==> config.mk <==
export PLATFORM = sky130hd
export DESIGN_NAME = gwer_angle
export DESIGN_NICKNAME = d
export VERILOG_FILES = /design/src/rtl/gwer_pkg.sv /design/src/rtl/gwer_angle.sv
export SDC_FILE = /design/constraint.sdc
export NUM_CORES = 1
export LEC_CHECK = 0
export BUFFER_PORTS_ARGS = -buffer_cell sky130_fd_sc_hd__clkbuf_2
export CAP_MARGIN = 20
export CORE_UTILIZATION = 53
export DETAILED_ROUTE_END_ITERATION = 10
export PLACE_DENSITY = 0.84
export SLEW_MARGIN = 10
export SYNTH_ARGS = -nofsm -noshare
export SYNTH_HDL_FRONTEND = slang
export SYNTH_SLANG_ARGS = --single-unit
==> constraint.sdc <==
create_clock -name clock -period 3.6 [get_ports clock]
set_input_delay 0.54 -clock clock [delete_from_list [all_inputs] [get_ports clock]]
set_output_delay 0.54 -clock clock [all_outputs]
set_load 0.02 [all_outputs]
==> src/rtl/gwer_pkg.sv <==
// ----------------------------------------------------------------------------
// gwer_pkg: shared types and constants for the grid-to-earth wind rotation
// Formats, turn constants, the arctangent table and the words passed
// between the pipeline sections.
// ----------------------------------------------------------------------------
package gwer_pkg;

   // Default number of CORDIC cells and the size of the arctangent table.
   localparam int CORDIC_STEPS_DEFAULT = 16;
   localparam int ATAN_ENTRIES = 24;

   // Field and internal widths.
   localparam int WIND_W = 16;
   localparam int LON_W = 17;
   localparam int CONE_W = 16;
   localparam int D_W = 18;
   localparam int PROD_W = D_W + CONE_W + 1;
   localparam int PHI_W = 31;
   localparam int GUARD_BITS = 14;
   localparam int XY_W = 33;
   localparam int GAIN_W = 31;
   localparam int MUL_W = XY_W + GAIN_W;
   localparam int RND_SHIFT = 30 + GUARD_BITS;

   // Longitude wrap, in 1/128 degree.
   localparam int WRAP_LIMIT = 23040;
   localparam int WRAP_SPAN = 46080;

   // Angle constants in 2^-22 degree.
   localparam longint FULL_TURN = 64'sd1509949440;
   localparam longint HALF_TURN = 64'sd754974720;
   localparam longint QUARTER_TURN = 64'sd377487360;

   // Inverse CORDIC gain, scaled by 2^30.
   localparam logic signed [GAIN_W-1:0] INV_GAIN = 31'sd652032874;

   // Configuration register indexes.
   localparam int CSR_IDX_W = 3;
   localparam logic [CSR_IDX_W-1:0] CSR_CENTER_LONGITUDE = 3'd0;
   localparam logic [CSR_IDX_W-1:0] CSR_CONE_FACTOR = 3'd1;
   localparam logic [CSR_IDX_W-1:0] CSR_STAGGERED_MODE = 3'd2;
   localparam logic [CSR_IDX_W-1:0] CSR_MISSING_CHECK_ENABLE = 3'd3;
   localparam logic [CSR_IDX_W-1:0] CSR_MISSING_CODE = 3'd4;

   // Configuration as seen by the datapath.
   typedef struct packed {
      logic signed [WIND_W-1:0] center_longitude;
      logic [CONE_W-1:0] cone_factor;
      logic staggered_mode;
      logic missing_check_enable;
      logic signed [WIND_W-1:0] missing_code;
   } cfg_type;

   // Word leaving the front end: winds, averaged in staggered mode, and the raw angle product.
   typedef struct packed {
      logic valid;
      logic missing;
      logic signed [WIND_W-1:0] uk;
      logic signed [WIND_W-1:0] vk;
      logic signed [PROD_W-1:0] phi_raw;
   } prod_type;

   // Word moving along the CORDIC cell chain.
   typedef struct packed {
      logic valid;
      logic missing;
      logic signed [XY_W-1:0] x;
      logic signed [XY_W-1:0] y;
      logic signed [PHI_W-1:0] phi;
   } lane_type;

   // atan(2^-i) in 2^-22 degree, rounded to nearest.
   function automatic logic signed [PHI_W-1:0] atan_step(input int i);
      logic signed [PHI_W-1:0] a;
      case (i)
         0: a = 31'sd188743680;
         1: a = 31'sd111421900;
         2: a = 31'sd58872272;
         3: a = 31'sd29884485;
         4: a = 31'sd15000234;
         5: a = 31'sd7507429;
         6: a = 31'sd3754631;
         7: a = 31'sd1877430;
         8: a = 31'sd938729;
         9: a = 31'sd469366;
         10: a = 31'sd234683;
         11: a = 31'sd117342;
         12: a = 31'sd58671;
         13: a = 31'sd29335;
         14: a = 31'sd14668;
         15: a = 31'sd7334;
         16: a = 31'sd3667;
         17: a = 31'sd1833;
         18: a = 31'sd917;
         19: a = 31'sd458;
         20: a = 31'sd229;
         21: a = 31'sd115;
         22: a = 31'sd57;
         23: a = 31'sd29;
         default: a = '0;
      endcase
      return a;
   endfunction

endpackage

==> src/rtl/gwer_angle.sv <==
// ----------------------------------------------------------------------------
// gwer_angle: angle reduction ahead of the CORDIC chain
// Brings the angle into one half turn either side of zero, then applies an
// exact quarter turn so the chain sees at most ninety degrees.
// ----------------------------------------------------------------------------
module gwer_angle (
   input  logic clock,
   input  logic reset,
   input  logic adv,
   input  gwer_pkg::prod_type prod_in,
   output gwer_pkg::lane_type lane_out
);

   localparam int PW = gwer_pkg::PROD_W;
   localparam int FW = gwer_pkg::PHI_W;
   localparam int XW = gwer_pkg::XY_W;
   localparam int W = gwer_pkg::WIND_W;
   localparam int G = gwer_pkg::GUARD_BITS;

   logic r_valid_ff;
   logic r_miss_ff;
   logic signed [W-1:0] r_uk_ff, r_vk_ff;
   logic signed [FW-1:0] r_phi_ff, r_phi_in;
   logic signed [PW-1:0] turn_ofs, phi_mod;
   logic signed [XW-1:0] xs, ys;
   gwer_pkg::lane_type lane_ff, lane_in;

   // Stage three: subtract the whole turns that the magnitude calls for.
   always_comb begin
      if (prod_in.phi_raw > gwer_pkg::HALF_TURN + gwer_pkg::FULL_TURN) begin
         turn_ofs = PW'(2 * gwer_pkg::FULL_TURN);
      end else if (prod_in.phi_raw > gwer_pkg::HALF_TURN) begin
         turn_ofs = PW'(gwer_pkg::FULL_TURN);
      end else if (prod_in.phi_raw <= -gwer_pkg::HALF_TURN - gwer_pkg::FULL_TURN) begin
         turn_ofs = PW'(-2 * gwer_pkg::FULL_TURN);
      end else if (prod_in.phi_raw <= -gwer_pkg::HALF_TURN) begin
         turn_ofs = PW'(-gwer_pkg::FULL_TURN);
      end else begin
         turn_ofs = '0;
      end
      phi_mod = prod_in.phi_raw - turn_ofs;
      r_phi_in = phi_mod[FW-1:0];
   end

   // Stage four: widen the winds and fold the angle into one quadrant.
   always_comb begin
      xs = {{(XW-W-G){r_uk_ff[W-1]}}, r_uk_ff, {G{1'b0}}};
      ys = {{(XW-W-G){r_vk_ff[W-1]}}, r_vk_ff, {G{1'b0}}};
      lane_in.valid = r_valid_ff;
      lane_in.missing = r_miss_ff;
      if (r_phi_ff > gwer_pkg::QUARTER_TURN) begin
         lane_in.x = -ys;
         lane_in.y = xs;
         lane_in.phi = FW'(r_phi_ff - gwer_pkg::QUARTER_TURN);
      end else if (r_phi_ff < -gwer_pkg::QUARTER_TURN) begin
         lane_in.x = ys;
         lane_in.y = -xs;
         lane_in.phi = FW'(r_phi_ff + gwer_pkg::QUARTER_TURN);
      end else begin
         lane_in.x = xs;
         lane_in.y = ys;
         lane_in.phi = r_phi_ff;
      end
   end

   always_ff @(posedge clock) begin
      if (reset) begin
         r_valid_ff <= 1'b0;
         lane_ff.valid <= 1'b0;
      end else if (adv) begin
         r_valid_ff <= prod_in.valid;
         lane_ff.valid <= lane_in.valid;
      end
      if (adv) begin
         r_miss_ff <= prod_in.missing;
         r_uk_ff <= prod_in.uk;
         r_vk_ff <= prod_in.vk;
         r_phi_ff <= r_phi_in;
         lane_ff.missing <= lane_in.missing;
         lane_ff.x <= lane_in.x;
         lane_ff.y <= lane_in.y;
         lane_ff.phi <= lane_in.phi;
      end
   end

   assign lane_out = lane_ff;

endmodule

==> reports/summary.log, run 1 <==
INFO  global_routing grt_pass1_vias=4,451
INFO  clock_tree     cts_resized=0
INFO  sta            hold_viol=0
INFO  place          instance_area_after_placement=0.00700mm²
INFO  critical_path  r2r_end=lane_out[50]
INFO  logic_synthesis synth.area.top_cells=sky130_fd_sc_hd__edfxtp_1 (64%), sky130_fd_sc_hd__buf_4 (3.4%), sky130_fd_sc_hd__nor3_1 (2.4%), sky130_fd_sc_hd__a221o_1 (2.1%), sky130_fd_sc_hd__ha_1 (2.0%)
INFO  die            die_area=0.0123mm²
INFO  logic_synthesis number_of_distinct_library_cells_after_synthesis=57
INFO  sta            finalSetupViolCount=0
INFO  layout         finish.cell_count_without_fillers=782
INFO  place          dp_worst_setup_slack=-108ps
INFO  drt            drt_first_pass_iters=5
INFO  clock_tree     max-clock-path-buffers=2
INFO  layout         postLayoutCellArea=0.00759mm²
INFO  sta            clock-skew-final=7.41ps
INFO  place          placement.io_buffers=142
INFO  min_path       hp-start=reset
INFO  logic_synthesis synth_area_per_cell=13.2µm²
INFO  outcome        status=finished, final reports clean
INFO  logic_synthesis synth-seq-area-share=64.9%
INFO  drt            detailroute.via_count=4,568
INFO  die            ios=171
INFO  drt            drt-wirelength-per-cell=17.7µm
INFO  global_routing grt_first_pass_wirelength=22,300µm
INFO  layout         num_antenna_cells=0
INFO  logic_synthesis yosys.area.top_type=sky130_fd_sc_hd__edfxtp_1
INFO  clock_tree     cts.clk_slew.worst_paths=60ps
INFO  critical_path  worst_ep_required_time=3770ps
INFO  clock_tree     clock-sinks=136
INFO  clock_tree     cts_buffers=17
INFO  drt            detail-route-antenna-nets=0
INFO  die            initial_utilization=54.6%
INFO  global_routing largest_net_degree_at_the_start_of_global_routing=71
INFO  drt            dr.first_iter.drc_count=493
INFO  critical_path  timing.critical_path.slowest_cell_delay=420ps
INFO  logic_synthesis synth_warnings=0
INFO  critical_path  critical_path.endpoint_type=flip-flop
INFO  critical_path  rr_startpoint=r_phi_ff[23]
INFO  sta            finalMaxSlewViolations=0
INFO  pwr            power.static_leakage=3.03nW
INFO  place          routabilityCongestion=0.913
INFO  layout         area_growth_syn_to_layout=21.1%
INFO  sta            tightestPinTransition=883ps
INFO  logic_synthesis synth_edf_count=134
INFO  sta            grt_setup_unrepaired=no
INFO  critical_path  reg2reg_setup_slack=730ps
INFO  die            core_region_area=0.0115mm²
INFO  pwr            p_total=4.76mW
INFO  place          dp_cells=750
INFO  sta            max_freq=302MHz
INFO  global_routing gr-usage-all-layers=23.6%
INFO  pwr            power_density=627mW/mm²
INFO  die            chipWidth=111µm
INFO  critical_path  critical-path-top-cell-by-count=sky130_fd_sc_hd__o21ai_0
INFO  critical_path  timing.critical_path.cells=clkbuf_2, nor4_1, buf_4, nand4_1, or2_2, o21ai_0, nor2_1, ha_1, nor2b_1, o21ai_0, a21boi_0, or4_1, nand3_1, xor2_1
INFO  critical_path  worstPathMaxFanout=3
INFO  logic_synthesis ys_ff_latch=136
INFO  logic_synthesis synth.cell_area=0.00626mm²
INFO  die            placementRows=39
INFO  sta            postLayoutSetupSlackWorst=288ps
INFO  critical_path  timing.reg2reg.worst_path_depth=7
INFO  sta            hold_slack=291ps
INFO  drt            post-route-drc-count=0
INFO  logic_synthesis synthDominantCellAreaShare=64.2%
INFO  clock_tree     number_of_buffers_inserted_by_hold_repair_at_cts=0
INFO  clock_tree     cts_setup_buffers=0
INFO  critical_path  cp_data_arrival_time=3480ps
INFO  logic_synthesis post_synthesis_async_set_or_reset_flop_share=0%
INFO  sta            layout_min_cycle_time=3310ps
INFO  layout         design.final.nets=709
INFO  clock_tree     insertion_delay=420ps
INFO  sta            fin_tns_setup=0ps
INFO  critical_path  timing_worst_setup_path_type=primary input to flip-flop
INFO  sta            timing.slew.headroom=41.1%
INFO  layout         final_layout_size_suffix_gt1_share=30.7%
INFO  min_path       whs_path_depth=2
INFO  global_routing grt_antenna_before_repair=0
INFO  pwr            irDropWorstVdd=0.628mV
INFO  critical_path  cpMaxStageDelayCell=sky130_fd_sc_hd__or4_1
INFO  clock_tree     clk_root_buffer_cell=sky130_fd_sc_hd__clkbuf_16
INFO  critical_path  startpoint_type=primary input
INFO  min_path       holdCritPathClass=primary input to flip-flop
INFO  clock_tree     cts_max_level=4
INFO  place          detailed_place_hpwl=9610µm
INFO  clock_tree     cts_tree=yes
INFO  drt            viasPerCell=5.84
INFO  run            cap_violations=0
INFO  logic_synthesis netlist_instances=473
INFO  logic_synthesis synthFlopType=sky130_fd_sc_hd__edfxtp_1
INFO  layout         fin_util=66.2%
INFO  drt            finalWirelength=13,800µm
INFO  global_routing overflow=0
INFO  sta            layout_worst_path_cycle_share=92.0%
INFO  min_path       holdPathEnd=r_valid_ff
INFO  die            die_h=111µm
[how the worst max path moves through the flow]
stage	startpoint	to	slack, ps
floorplan	prod_in[15]	r_phi_ff[30]	470
global route	prod_in[15]	r_phi_ff[30]	4
CTS	prod_in[15]	r_phi_ff[30]	340
detailed placement	prod_in[15]	r_phi_ff[30]	-110
finish	prod_in[15]	r_phi_ff[30]	290
global placement	prod_in[15]	r_phi_ff[30]	130
[cells in the mapped netlist (2+ instances only)]
cell,number
sky130_fd_sc_hd__edfxtp_1,134
sky130_fd_sc_hd__nand2_1,30
sky130_fd_sc_hd__nor3_1,30
sky130_fd_sc_hd__buf_4,28
sky130_fd_sc_hd__nor2_1,23
sky130_fd_sc_hd__o21ai_0,22
sky130_fd_sc_hd__a21oi_1,19
sky130_fd_sc_hd__nor4_1,16
sky130_fd_sc_hd__inv_1,14
sky130_fd_sc_hd__a221o_1,13
sky130_fd_sc_hd__a21o_1,11
sky130_fd_sc_hd__ha_1,10
sky130_fd_sc_hd__o22ai_1,10
sky130_fd_sc_hd__a31oi_1,9
sky130_fd_sc_hd__or3_1,8
sky130_fd_sc_hd__buf_2,7
sky130_fd_sc_hd__xor2_1,7
sky130_fd_sc_hd__a22oi_1,6
sky130_fd_sc_hd__nand4_1,6
sky130_fd_sc_hd__nand3_1,5
sky130_fd_sc_hd__o21a_1,5
sky130_fd_sc_hd__xnor2_1,5
sky130_fd_sc_hd__o31ai_1,4
sky130_fd_sc_hd__and2_1,3
sky130_fd_sc_hd__clkbuf_1,3
sky130_fd_sc_hd__mux2i_1,3
sky130_fd_sc_hd__o211ai_1,3
sky130_fd_sc_hd__or4_4,3
sky130_fd_sc_hd__and3_1,2
sky130_fd_sc_hd__buf_6,2
sky130_fd_sc_hd__clkbuf_8,2
sky130_fd_sc_hd__dfxtp_1,2
sky130_fd_sc_hd__o221a_2,2
sky130_fd_sc_hd__or2_2,2
sky130_fd_sc_hd__or4_1,2
[critical path, delay by kind of cell]
family | cells | cell delay, ps
adder cells (fa/ha/maj) | 1 | 330
AO/OA/AOI/OAI | 3 | 700
buffers and inverters | 2 | 270
AND/OR/NAND/NOR | 7 | 1570
XOR/XNOR | 1 | 70
[state kept, by name, indices dropped and copies added (netlist names)]
name / cells
r_vk_ff: 16
r_valid_ff: 1
r_phi_ff: 31
r_uk_ff: 16
r_miss_ff: 1
lane_out: 71
[cells by family (layout without fill, tap and decap cells)]
logic type	after synthesis	in the layout	share of synthesized area, %
AO/OA/AOI/OAI	113	113	12.5
XOR/XNOR	12	12	1.68
adder cells (fa/ha/maj)	11	11	2.32
buffers and inverters	57	196	6.17
flip-flops	136	136	64.9
multiplexers	3	3	0.479
other	1	28	0.0599
AND/OR/NAND/NOR	140	140	11.9
[cell type report]
cell class / count / area [µm²]
sequential: 136 / 4060
fill: 817 / 3880
multi-input combinational: 307 / 1910
timing repair buffer: 150 / 786
clock buffer: 17 / 425
tap: 143 / 179
clock inverter: 15 / 165
inverter: 14 / 52.6
[where the power goes]
| group | total (mW) | switching (mW) | leakage (nW) | internal [mW] |
|---|---|---|---|---|
| registers | 2.12 | 0.115 | 1.33 | 2.00 |
| clock network | 1.72 | 0.684 | 0.289 | 1.03 |
| logic | 0.925 | 0.601 | 1.41 | 0.324 |
[routing by layer]
metal | GRT usage, % | vias up | wire length [µm]
li1 | - | 2119 | -
met1 | 27.9 | 2159 | 5380
met2 | 39.5 | 252 | 7040
met3 | 5.96 | 38 | 949
met4 | 13.0 | 0 | 460
met5 | 0 | - | 0
[placed cells by master (no fill, tap or decap), types with 7 or more instances in the layout]
| cell type | count |
|---|---|
| sky130_fd_sc_hd__clkbuf_2 | 141 |
| sky130_fd_sc_hd__edfxtp_1 | 134 |
| sky130_fd_sc_hd__nand2_1 | 30 |
| sky130_fd_sc_hd__nor3_1 | 30 |
| sky130_fd_sc_hd__conb_1 | 28 |
| sky130_fd_sc_hd__nor2_1 | 23 |
| sky130_fd_sc_hd__o21ai_0 | 22 |
| sky130_fd_sc_hd__a21oi_1 | 19 |
| sky130_fd_sc_hd__clkbuf_16 | 17 |
| sky130_fd_sc_hd__nor4_1 | 16 |
| sky130_fd_sc_hd__inv_1 | 14 |
| sky130_fd_sc_hd__a221o_1 | 13 |
| sky130_fd_sc_hd__a21o_1 | 11 |
| sky130_fd_sc_hd__o22ai_1 | 10 |
| sky130_fd_sc_hd__ha_1 | 10 |
| sky130_fd_sc_hd__a31oi_1 | 9 |
| sky130_fd_sc_hd__or3_1 | 8 |
| sky130_fd_sc_hd__buf_4 | 8 |
| sky130_fd_sc_hd__xor2_1 | 7 |
(Power assumes the default switching activity.)
==> run 2, diff against run 1 <==
==> constraint.sdc (replaced) <==
create_clock -name clock -period 3.1 [get_ports clock]
set_input_delay 0.465 -clock clock [delete_from_list [all_inputs] [get_ports clock]]
set_output_delay 0.465 -clock clock [all_outputs]
set_load 0.02 [all_outputs]
==> run 2 against run 1 <==
  * Register-to-register slack lost 250 ps
  * First-iteration DRC count shrank 11%
  * Hold slack lost 78 ps
  * Via count grew 0.61%
  * Count of clock-buffer cells in the layout grew 1
  * Clock skew grew 1.7 ps
  * Setup slack lost 160 ps
  * Sequential power grew 16%
  * Clock power grew 14%
  * Largest power group unchanged
  * Highest routed layer unchanged
==> reports/summary.log, run 2 (synthesis gave the netlist of run 1 again) <==
INFO  outcome        status=finished, final reports clean
INFO  critical_path  timing.critical_path.cells=clkbuf_2, nor4_4, buf_4, nand4_1, or2_2, o21ai_1, nor2_1, ha_1, nor2b_1, o21ai_2, a21boi_1, or4_1, nand3_1, xor2_1
INFO  place          instance_area_after_placement=0.00714mm²
INFO  layout         layout.cells.most_common=sky130_fd_sc_hd__clkbuf_2
INFO  pwr            power_density=712mW/mm²
INFO  layout         design.final.nets=728
INFO  clock_tree     cts_buffers=17
INFO  clock_tree     max-clock-path-buffers=2
INFO  layout         final_cell_mix=sky130_fd_sc_hd__clkbuf_2 (141), sky130_fd_sc_hd__edfxtp_1 (134), sky130_fd_sc_hd__nand2_1 (30), sky130_fd_sc_hd__nor3_1 (30), sky130_fd_sc_hd__conb_1 (28)
INFO  clock_tree     insertion_delay=420ps
INFO  critical_path  worstPathMaxFanout=3
INFO  layout         fin_util=67.6%
INFO  clock_tree     cts_tree=yes
INFO  die            die_h=111µm
INFO  sta            hold_slack=213ps
INFO  critical_path  cpMaxStageDelayCell=sky130_fd_sc_hd__or4_1
INFO  critical_path  timing_worst_setup_path_type=primary input to flip-flop
INFO  global_routing overflow=0
INFO  critical_path  critical_path_buf_inv_count=2
INFO  clock_tree     cts.clk_slew.worst_paths=60ps
INFO  drt            detailroute.via_count=4,596
INFO  sta            timing.slew.headroom=60.5%
INFO  sta            clock-skew-final=9.09ps
INFO  place          placement.io_buffers=142
INFO  sta            layout_worst_path_cycle_share=95.9%
INFO  sta            hold_viol=0
INFO  critical_path  cp_data_arrival_time=3140ps
INFO  drt            dr.first_iter.drc_count=438
INFO  min_path       whs_path_depth=2
INFO  pwr            clock_power_share=35.5%
INFO  pwr            irDropWorstVdd=0.876mV
INFO  die            chipWidth=111µm
INFO  sta            finalMaxSlewViolations=0
INFO  layout         area_growth_syn_to_layout=23.7%
INFO  clock_tree     cts_setup_buffers=0
INFO  critical_path  startpoint_type=primary input
INFO  layout         postLayoutCellArea=0.00775mm²
INFO  global_routing largest_net_degree_at_the_start_of_global_routing=64
INFO  critical_path  timing.critical_path.slowest_cell_delay=410ps
INFO  die            die_area=0.0123mm²
INFO  drt            post-route-drc-count=0
INFO  pwr            combinationalPowerShare=20.0%
INFO  pwr            power_switching_share=29.1%
INFO  place          detailed_place_hpwl=9790µm
INFO  critical_path  cp_delay_by_family_top=simple AND/OR/NAND/NOR gates
INFO  drt            finalWirelength=14,000µm
INFO  global_routing grt_pass1_vias=4,469
INFO  sta            fin_tns_setup=0ps
INFO  die            initial_utilization=54.6%
INFO  sta            layout_min_cycle_time=2970ps
INFO  drt            viasPerCell=5.74
INFO  sta            max_freq=336MHz
INFO  pwr            power.static_leakage=3.10nW
INFO  layout         num_antenna_cells=0
INFO  layout         final_layout_size_suffix_gt1_share=33.1%
INFO  critical_path  timing.reg2reg.worst_path_depth=8
INFO  min_path       holdCritPathClass=primary input to flip-flop
INFO  run            cap_violations=0
INFO  layout         filler_cell_count=807
INFO  global_routing gr-usage-all-layers=23.7%
INFO  drt            detail-route-antenna-nets=0
INFO  drt            drt_first_pass_iters=5
INFO  global_routing grt_first_pass_wirelength=22,200µm
INFO  critical_path  worstSetupPathDepth=14
INFO  pwr            sequentialPowerShare=44.5%
INFO  critical_path  critical_path.endpoint_type=flip-flop
INFO  drt            drt-wirelength-per-cell=17.5µm
INFO  clock_tree     clock-sinks=136
INFO  pwr            p_total=5.52mW
INFO  critical_path  worst_ep_required_time=3270ps
INFO  place          routabilityCongestion=0.969
INFO  die            core_region_area=0.0115mm²
INFO  pwr            cellInternalPower=3.91mW
INFO  sta            tightestPinTransition=592ps
INFO  sta            finalSetupViolCount=0
INFO  die            ios=171
INFO  die            placementRows=39
INFO  clock_tree     cts_max_level=4
INFO  pwr            power.switching=1.61mW
INFO  global_routing grt_antenna_before_repair=0
INFO  clock_tree     clk_root_buffer_cell=sky130_fd_sc_hd__clkbuf_16
INFO  layout         largest_register_ffs=71
-- run 2: cell types whose count changed in the layout (fill, tap and decap cells not counted), moves of 2 or more --
cell	previous run	this run
sky130_fd_sc_hd__buf_4	8	27
sky130_fd_sc_hd__clkinvlp_4	1	5
sky130_fd_sc_hd__inv_6	5	2
sky130_fd_sc_hd__nor4_1	16	13
sky130_fd_sc_hd__clkinv_4	5	3
sky130_fd_sc_hd__nor4_2	0	2
sky130_fd_sc_hd__o21ai_0	22	20
-- run 2: metrics by stage --
step	worst slack, ps	instances
3_5_place_dp	-557	769
4_1_cts	25.0	801
5_1_grt	-13.2	801
2_1_floorplan	46.7	500
3_3_place_gp	-391	769
6_report	128	801
-- run 2: cell type report --
cell class                      instances  area (µm²)  share of cell area [%]
Tap cell                              143         179                    2.31
Timing Repair Buffer                  169         928                    12.0
Clock inverter                         14         151                    1.95
Inverter                               14        52.6                   0.678
Multi-Input combinational cell        307        1950                    25.1
Clock buffer                           18         429                    5.54
Sequential cell                       136        4060                    52.4
-- run 2: worst reg2reg max path, stage by stage, from the launching register on --
cell	delay (ps)
sky130_fd_sc_hd__edfxtp_1	380
sky130_fd_sc_hd__inv_1	110
sky130_fd_sc_hd__ha_1	240
sky130_fd_sc_hd__and3b_1	240
sky130_fd_sc_hd__o21a_1	180
sky130_fd_sc_hd__o221a_2	520
sky130_fd_sc_hd__nor2_2	80
sky130_fd_sc_hd__buf_4	210
sky130_fd_sc_hd__a221o_1	390
-- run 2: worst paths after layout --
kind | start | to | slack [ps]
worst max register to register | r_phi_ff[23] | lane_out[92] | 480
worst min-delay path | reset | r_valid_ff | 210
worst max-delay path | prod_in[15] | r_phi_ff[30] | 130
worst min register to register | r_miss_ff | lane_out[97] | 420
-- run 2: repair_timing --
item	in CTS	in global routing
pin swaps	0	1
gates cloned	0	0
resized for setup	3	5
hold buffers	0	0
setup endpoints to repair	1	1
-- run 2: power by group through the flow --
stage	logic, mW	clock network, mW	registers, mW
floorplan	0.579	0	2.64
global placement	1.05	0	2.48
detailed placement	1.09	0	2.49
CTS	1.09	2.00	2.45
global route	1.19	2.08	2.48
finish	1.10	1.96	2.46
-- run 2: routing by layer --
metal | wire [µm] | global-route usage, % | up-vias
li1 | - | - | 2152
met1 | 5600 | 28.0 | 2198
met2 | 7200 | 39.7 | 211
met3 | 761 | 6.34 | 35
met4 | 415 | 12.2 | 0
met5 | 0 | 0 | -
